File: config.mk
export PLATFORM = sky130hd
export DESIGN_NAME = multi_click_switch_detector_flat
export DESIGN_NICKNAME = d
export VERILOG_FILES = /design/src/hw/rtl/mcsd_pkg.sv /design/src/hw/rtl/mcsd_intf.sv /design/src/hw/rtl/mcsd_core.sv /design/src/hw/rtl/mcsd_outbuf.sv /design/src/hw/rtl/multi_click_switch_detector.sv /design/src/flat_wrapper.sv
export SDC_FILE = /design/constraint.sdc
export NUM_CORES = 1
export LEC_CHECK = 0
export BUFFER_PORTS_ARGS = -buffer_cell sky130_fd_sc_hd__buf_2
export CAP_MARGIN = 15
export CORE_MARGIN = 4
export CORE_UTILIZATION = 59
export DETAILED_ROUTE_END_ITERATION = 12
export PLACE_DENSITY_LB_ADDON = 0.05
export SLEW_MARGIN = 5
export SYNTH_ARGS = -nofsm -noshare
export SYNTH_HDL_FRONTEND = slang
export SYNTH_SLANG_ARGS = --single-unit
export TNS_END_PERCENT = 10
File: constraint.sdc
create_clock -name i_clk -period 4.9 [get_ports i_clk]
set_input_delay 0 -clock i_clk [delete_from_list [all_inputs] [get_ports i_clk]]
set_output_delay 0 -clock i_clk [all_outputs]
set_load 0.02 [all_outputs]
File: src/hw/rtl/mcsd_pkg.sv
// Package for the multi-click switch detector.
// Holds the result type, event codes and reset constants; depends on nothing.
package mcsd_pkg;

    localparam int unsigned WINDOW_WIDTH = 16;
    localparam int unsigned CLICK_WIDTH  = 2;

    localparam logic [WINDOW_WIDTH-1:0] WINDOW_RESET = 16'd25;

    typedef enum logic {
        EV_PRESS   = 1'b0,
        EV_RELEASE = 1'b1
    } t_event;

    localparam logic [CLICK_WIDTH-1:0] CLICK_NONE   = 2'd0;
    localparam logic [CLICK_WIDTH-1:0] CLICK_SINGLE = 2'd1;
    localparam logic [CLICK_WIDTH-1:0] CLICK_DOUBLE = 2'd2;
    localparam logic [CLICK_WIDTH-1:0] CLICK_TRIPLE = 2'd3;

    typedef struct packed {
        logic                   valid;
        t_event                 event_res;
        logic [CLICK_WIDTH-1:0] click_count;
    } t_result;

endpackage

File: src/hw/rtl/mcsd_intf.sv
// Handshake interfaces for the multi-click switch detector channels.
// Depends on mcsd_pkg for field widths.
interface mcsd_level_if;
    logic valid;
    logic ready;
    logic level;
    modport source (output valid, output level, input ready);
    modport sink   (input valid, input level, output ready);
endinterface

interface mcsd_event_if;
    logic                             valid;
    logic                             ready;
    logic                             event_res;
    logic [mcsd_pkg::CLICK_WIDTH-1:0] click_count;
    modport source (output valid, output event_res, output click_count, input ready);
    modport sink   (input valid, input event_res, input click_count, output ready);
endinterface

interface mcsd_cfg_if;
    logic                              valid;
    logic                              ready;
    logic [mcsd_pkg::WINDOW_WIDTH-1:0] window_ticks;
    modport source (output valid, output window_ticks, input ready);
    modport sink   (input valid, input window_ticks, output ready);
endinterface

File: src/hw/rtl/mcsd_core.sv
// Click classification state: window register, age counter and click tracking.
// Depends on mcsd_pkg; produces at most one result per accepted item.
module mcsd_core #(
    parameter int unsigned COUNT_WIDTH = 16
) (
    input  logic                              i_clk,
    input  logic                              i_rst_n,
    input  logic                              i_cfg_we,
    input  logic [mcsd_pkg::WINDOW_WIDTH-1:0] i_cfg_window,
    input  logic                              i_accept,
    input  logic                              i_level,
    output mcsd_pkg::t_result                 o_push
);

    localparam int unsigned EW = (COUNT_WIDTH > mcsd_pkg::WINDOW_WIDTH) ?
                                 COUNT_WIDTH : mcsd_pkg::WINDOW_WIDTH;
    localparam logic [63:0] CMAX64 = (64'd1 << COUNT_WIDTH) - 64'd1;
    localparam logic [63:0] RST64  = (64'(mcsd_pkg::WINDOW_RESET) < CMAX64) ?
                                     64'(mcsd_pkg::WINDOW_RESET) : CMAX64;
    localparam logic [COUNT_WIDTH-1:0] AGE_RESET = RST64[COUNT_WIDTH-1:0];
    localparam logic [EW-1:0]          CMAX      = CMAX64[EW-1:0];

    logic [mcsd_pkg::WINDOW_WIDTH-1:0] r_window;
    logic                              r_prev;
    logic [mcsd_pkg::CLICK_WIDTH-1:0]  r_active;
    logic [COUNT_WIDTH-1:0]            r_age;
    logic                              r_prior_short;

    logic [mcsd_pkg::CLICK_WIDTH-1:0]  n_active;
    logic [COUNT_WIDTH-1:0]            n_age;
    logic                              n_prior_short;

    logic [EW-1:0]          win_ext;
    logic [EW-1:0]          eff_ext;
    logic [COUNT_WIDTH-1:0] eff_win;
    logic [COUNT_WIDTH-1:0] age_inc;
    logic                   is_press;
    logic                   is_release;
    logic                   short_gap;

    always_comb begin
        win_ext = EW'(r_window);
        eff_ext = (win_ext < CMAX) ? win_ext : CMAX;
        eff_win = eff_ext[COUNT_WIDTH-1:0];
        age_inc = (r_age < eff_win) ? (r_age + COUNT_WIDTH'(1)) : r_age;
        short_gap  = (age_inc < eff_win);
        is_press   = i_level && r_prev && (r_active == mcsd_pkg::CLICK_NONE);
        is_release = !i_level && !r_prev;

        n_active      = r_active;
        n_age         = age_inc;
        n_prior_short = r_prior_short;
        o_push.valid       = 1'b0;
        o_push.event_res   = mcsd_pkg::EV_PRESS;
        o_push.click_count = r_active;

        if (is_press) begin
            if (short_gap) begin
                n_active = r_prior_short ? mcsd_pkg::CLICK_TRIPLE : mcsd_pkg::CLICK_DOUBLE;
            end else begin
                n_active = mcsd_pkg::CLICK_SINGLE;
            end
            n_prior_short      = short_gap;
            n_age              = '0;
            o_push.valid       = i_accept;
            o_push.click_count = n_active;
        end else if (is_release) begin
            n_active         = mcsd_pkg::CLICK_NONE;
            o_push.valid     = i_accept && (r_active != mcsd_pkg::CLICK_NONE);
            o_push.event_res = mcsd_pkg::EV_RELEASE;
        end
    end

    always_ff @(posedge i_clk) begin
        if (!i_rst_n) begin
            r_window      <= mcsd_pkg::WINDOW_RESET;
            r_prev        <= 1'b0;
            r_active      <= mcsd_pkg::CLICK_NONE;
            r_age         <= AGE_RESET;
            r_prior_short <= 1'b0;
        end else begin
            if (i_cfg_we) begin
                r_window <= i_cfg_window;
            end
            if (i_accept) begin
                r_prev        <= i_level;
                r_active      <= n_active;
                r_age         <= n_age;
                r_prior_short <= n_prior_short;
            end
        end
    end

    a_push_count: assert property (@(posedge i_clk) disable iff (!i_rst_n)
        o_push.valid |-> (o_push.click_count != mcsd_pkg::CLICK_NONE))
        else $error("result with no click count");

    a_press_clears_age: assert property (@(posedge i_clk) disable iff (!i_rst_n)
        (i_accept && is_press) |=> (r_age == '0))
        else $error("age not cleared after press");

    a_release_idle: assert property (@(posedge i_clk) disable iff (!i_rst_n)
        (o_push.valid && o_push.event_res == mcsd_pkg::EV_RELEASE)
            |=> (r_active == mcsd_pkg::CLICK_NONE))
        else $error("click still active after release");

endmodule

File: src/hw/rtl/mcsd_outbuf.sv
// Output register with a skid stage for the detector's result items.
// Depends on mcsd_pkg for the result type.
module mcsd_outbuf (
    input  logic                             i_clk,
    input  logic                             i_rst_n,
    input  mcsd_pkg::t_result                i_push,
    output logic                             o_ready,
    output logic                             o_valid,
    output logic                             o_event_res,
    output logic [mcsd_pkg::CLICK_WIDTH-1:0] o_click_count,
    input  logic                             i_ready
);

    mcsd_pkg::t_result r_main;
    mcsd_pkg::t_result r_skid;

    assign o_ready       = !r_skid.valid;
    assign o_valid       = r_main.valid;
    assign o_event_res   = r_main.event_res;
    assign o_click_count = r_main.click_count;

    always_ff @(posedge i_clk) begin
        if (!i_rst_n) begin
            r_main.valid <= 1'b0;
            r_skid.valid <= 1'b0;
        end else if (i_ready || !r_main.valid) begin
            r_main       <= r_skid.valid ? r_skid : i_push;
            r_skid.valid <= 1'b0;
        end else if (i_push.valid) begin
            r_skid <= i_push;
        end
    end

    a_skid_needs_main: assert property (@(posedge i_clk) disable iff (!i_rst_n)
        r_skid.valid |-> r_main.valid)
        else $error("skid stage holds an item ahead of the output");

    a_skid_fill: assert property (@(posedge i_clk) disable iff (!i_rst_n)
        $rose(r_skid.valid) |-> $past(i_push.valid && r_main.valid && !i_ready))
        else $error("skid stage filled without a stall");

    a_no_push_when_full: assert property (@(posedge i_clk) disable iff (!i_rst_n)
        r_skid.valid |-> !i_push.valid)
        else $error("item pushed while skid stage full");

endmodule

File: src/hw/rtl/multi_click_switch_detector.sv
// Multi-click switch detector: sorts debounced presses into single, double, triple clicks.
// Result path: the result of an accepted item is registered in the output register, or in the skid stage on a stall.
// Throughput: one item per cycle while the skid stage is empty; it holds one result while the output stalls.
// Set by: the state update and the skid-buffered output register.
// Reset (synchronous, active low): window 25 ticks, no click active, output empty.
// Depends on mcsd_pkg, the interfaces in mcsd_intf, mcsd_core and mcsd_outbuf.
module multi_click_switch_detector #(
    parameter int unsigned COUNT_WIDTH = 16
) (
    input  logic                i_clk,
    input  logic                i_rst_n,
    mcsd_cfg_if.sink            i_cfg,
    mcsd_level_if.sink          i_in,
    mcsd_event_if.source        o_out
);

    mcsd_pkg::t_result push;
    logic              buf_ready;

    assign i_cfg.ready = 1'b1;
    assign i_in.ready  = buf_ready;

    mcsd_core #(
        .COUNT_WIDTH (COUNT_WIDTH)
    ) u_core (
        .i_clk        (i_clk),
        .i_rst_n      (i_rst_n),
        .i_cfg_we     (i_cfg.valid),
        .i_cfg_window (i_cfg.window_ticks),
        .i_accept     (i_in.valid && buf_ready),
        .i_level      (i_in.level),
        .o_push       (push)
    );

    mcsd_outbuf u_outbuf (
        .i_clk         (i_clk),
        .i_rst_n       (i_rst_n),
        .i_push        (push),
        .o_ready       (buf_ready),
        .o_valid       (o_out.valid),
        .o_event_res   (o_out.event_res),
        .o_click_count (o_out.click_count),
        .i_ready       (o_out.ready)
    );

endmodule

File: src/flat_wrapper.sv
// flat-port wrapper written by rule: the top's interface ports become plain ports
module multi_click_switch_detector_flat 
#(
    parameter int unsigned COUNT_WIDTH = 16
)
  (i_clk, i_rst_n, i_cfg_valid, i_cfg_window_ticks, i_cfg_ready, i_in_valid, i_in_level, i_in_ready, o_out_valid, o_out_event_res, o_out_click_count, o_out_ready);
  mcsd_cfg_if i_cfg_i ();
  mcsd_level_if i_in_i ();
  mcsd_event_if o_out_i ();
  input  logic i_clk;
  input  logic i_rst_n;
  input wire logic [$bits(i_cfg_i.valid)-1:0] i_cfg_valid;
  input wire logic [$bits(i_cfg_i.window_ticks)-1:0] i_cfg_window_ticks;
  output wire logic [$bits(i_cfg_i.ready)-1:0] i_cfg_ready;
  input wire logic [$bits(i_in_i.valid)-1:0] i_in_valid;
  input wire logic [$bits(i_in_i.level)-1:0] i_in_level;
  output wire logic [$bits(i_in_i.ready)-1:0] i_in_ready;
  output wire logic [$bits(o_out_i.valid)-1:0] o_out_valid;
  output wire logic [$bits(o_out_i.event_res)-1:0] o_out_event_res;
  output wire logic [$bits(o_out_i.click_count)-1:0] o_out_click_count;
  input wire logic [$bits(o_out_i.ready)-1:0] o_out_ready;
  assign i_cfg_i.valid = i_cfg_valid;
  assign i_cfg_i.window_ticks = i_cfg_window_ticks;
  assign i_cfg_ready = i_cfg_i.ready;
  assign i_in_i.valid = i_in_valid;
  assign i_in_i.level = i_in_level;
  assign i_in_ready = i_in_i.ready;
  assign o_out_valid = o_out_i.valid;
  assign o_out_event_res = o_out_i.event_res;
  assign o_out_click_count = o_out_i.click_count;
  assign o_out_i.ready = o_out_ready;
  multi_click_switch_detector #(.COUNT_WIDTH(COUNT_WIDTH)) u_core (.i_clk(i_clk), .i_rst_n(i_rst_n), .i_cfg(i_cfg_i), .i_in(i_in_i), .o_out(o_out_i));
endmodule
==> impl_metrics.ini <==
[finish]
diodes = 0
area_growth_pct = 16.0
final_util_pct = 72.5
final_cell_mix = 38 x dfxtp_1, 33 x nand2_1, 29 x ha_1, 26 x buf_2, 20 x nor2b_1
finalNetCount = 406
drive_gt1_share_pct = 12.4
n_fill_cell = 341
final_common_cell = dfxtp_1

[routing]
dr.first_iter.drc_count = 93
wl_per_cell_um = 15.1
met3_length_um = 316
route.top_layer_used = met4
drt-total-wl_um = 6140
vias = 2401
wl_met1_um = 2930
ant_nets = 0
drcViolationCount = 0
first_pass_iters = 4
avgViaCountPerCell = 5.88
route.met2.wl_um = 2790

[worst_hold_path]
min_to = u_core.u_outbuf.o_valid
hold_path_class = input port to flip-flop
hold_start = o_out_ready
hold_path_depth = 3

[pwr]
peakVddDrop_mv = 0.186
p_leak_uw = 0.00144
p_per_area_mw_per_mm2 = 253

[global_route]
grt_overflow_total = 0
grt_first_pass_wirelength_um = 10500
antenna_found_initial = 0
grt_usage_pct = 21.6
grt_max_degree = 38
grt_pass1_vias = 2231

[setup_path]
end_kind = flip-flop
r2r-start = u_core.u_core.r_age[1]
rr_worst_depth = 16
worstPathArrival_ns = 3.88
r2r_slack_ns = 1.07
path_max_fanout = 8
cp.required_ns = 4.96
start_kind = flip-flop
crit_type = flip-flop to flip-flop
timing.rr.end = u_core.u_outbuf.o_click_count[0]

[synth]
syn_avg_cell_area_um2 = 8.90
async_reset_ff_share_pct = 0
synth_ff_type = dfxtp_1
synth_seq_cells = 44
synth.distinct_cells = 56
synth_nets = 365
ys_seq_area_share_pct = 33.7
ys_warn_count = 0
synth_edf_count = 6
syn_area_mm2 = 0.00280
synth_cells = 314

[floorplan]
io_pins = 28
die_h_um = 76.8
fp.dieW_um = 76.8
start_util_pct = 62.5
core-area_mm2 = 0.00447
dieArea_mm2 = 0.00590
rows = 24

[run]
max-cap-violations = 0

[clocking]
cts_buffers = 5
cts_tree = done
htree_levels = 2
cts.clk_slew.worst_paths_ns = 0.09
cts_buffer_depth = 2
cts_resized = 0
numClockSinks = 44
clk_latency_ns = 0.30
ctsRootBufferMaster = clkbuf_8

[place]
port_buffers = 26
dp_hpwl_um = 4370
gp_congestion = 0.809

[timing]
slew_headroom_pct = 61.4
fin_crit_ns = 3.83
worst_pin_slew_ns = 0.577
fin_skew_ns = 0.0105
clock.fmax_ghz = 0.261
finalSetupViolations = 0
finalHoldViolations = 0
tns_ns = 0
rsz0062_at_grt = false
post-route-period-util_pct = 78.1
slew_viol_final = 0

[outcome]
outcome = completed
-- flip-flops by register name, summed over array words and instances, names as in the netlist --
name,flops
u_core.u_outbuf.o_click_count,2
u_core.u_core.r_window,16
u_core.u_core.r_active,2
u_core.u_outbuf.o_event_res,1
u_core.u_core.r_age,16
u_core.u_core.r_prev,1
u_core.u_outbuf.o_valid,1
u_core.u_core.r_prior_short,1
u_core.u_outbuf.r_skid,4
-- how the worst max path moves through the flow --
stage,cells after the start,slack [ns],from,end
floorplan,16,1.11,u_core.u_core.r_window[1],u_core.u_outbuf.o_click_count[0]
finish,16,1.07,u_core.u_core.r_age[1],u_core.u_outbuf.o_click_count[0]
CTS,17,1.08,u_core.u_core.r_window[1],u_core.u_outbuf.o_click_count[0]
detailed placement,16,1.10,u_core.u_core.r_age[1],u_core.u_outbuf.o_click_count[0]
global placement,16,1.16,u_core.u_core.r_age[1],u_core.u_outbuf.o_click_count[0]
global route,17,0.75,u_core.u_core.r_age[7],u_core.u_outbuf.o_click_count[1]
-- critical path, stage by stage (launching register included) --
cell and delay (ns):
dfxtp_1 0.41, ha_1 0.26, a2111o_1 0.37, a32oi_1 0.34
nand4_1 0.18, nor3_1 0.17, buf_4 0.19, nand2_1 0.08
xnor2_1 0.14, ha_1 0.32, a21o_1 0.17, a21o_1 0.17
a21oi_1 0.14, nor2_1 0.05, a21oi_1 0.20, o211ai_4 0.14
o31a_1 0.26
-- synth_stat cells, types with 9 or more instances --
cell | instances | share of area [%]
inv_1 | 18 | 2.4
nor2_1 | 13 | 1.7
ha_1 | 29 | 13
xnor2_1 | 10 | 3.1
a31oi_1 | 12 | 2.7
nand3_1 | 14 | 2.5
nor2b_1 | 20 | 4.5
a21oi_1 | 11 | 2.0
nand2_1 | 33 | 4.4
mux2i_1 | 15 | 5.4
clkbuf_1 | 9 | 1.2
o21ai_0 | 10 | 1.8
dfxtp_1 | 38 | 27
-- power by group --
group | total, uW | switching [uW] | internal, uW
Clock | 278 | 126 | 151
Sequential | 391 | 11.4 | 379
Combinational | 151 | 80.6 | 70.5
-- per-stage QoR --
step	setup WS (ns)	power, uW	hold WS [ns]	std cells	area, um2
2_1_floorplan	1.11	502	0.129	314	2800
3_3_place_gp	1.16	534	0.215	381	2940
3_5_place_dp	1.10	535	0.222	381	2940
4_1_cts	1.08	820	0.000833	408	3240
5_1_grt	0.754	858	0.0167	408	3240
6_report	1.07	820	0.00675	408	3240
-- what timing repair did --
item                                   4_1_cts  5_1_grt
setup buffers                                0        0
endpoints found under the hold margin       18        0
hold buffers                                19        0
-- cell families after synthesis --
logic type / Yosys count / synth area share [%]
AND/OR/NAND/NOR: 106 / 19.5
AO/OA/AOI/OAI: 71 / 18.1
flip-flops: 44 / 33.7
buffers and inverters: 31 / 4.61
adder cells (fa/ha/maj): 30 / 13.4
multiplexers: 17 / 6.18
XOR/XNOR: 14 / 4.39
other: 1 / 0.134
-- metal layers --
metal  track usage (%)  up-vias
met5                 0        -
met4              6.34        0
met3              3.63       11
met2              34.3       62
met1              30.1     1115
li1                  -     1213
-- cell type report --
class | count | area, um2 | area share, %
Clock buffer | 6 | 72.6 | 2.24
Clock inverter | 2 | 35.0 | 1.08
Inverter | 18 | 67.6 | 2.08
Multi-Input combinational cell | 239 | 1730 | 53.2
Sequential cell | 44 | 941 | 29.0
Tap cell | 52 | 65.1 | 2.01
Timing Repair Buffer | 47 | 335 | 10.3
Note: power is estimated with default switching activity, not from simulation.
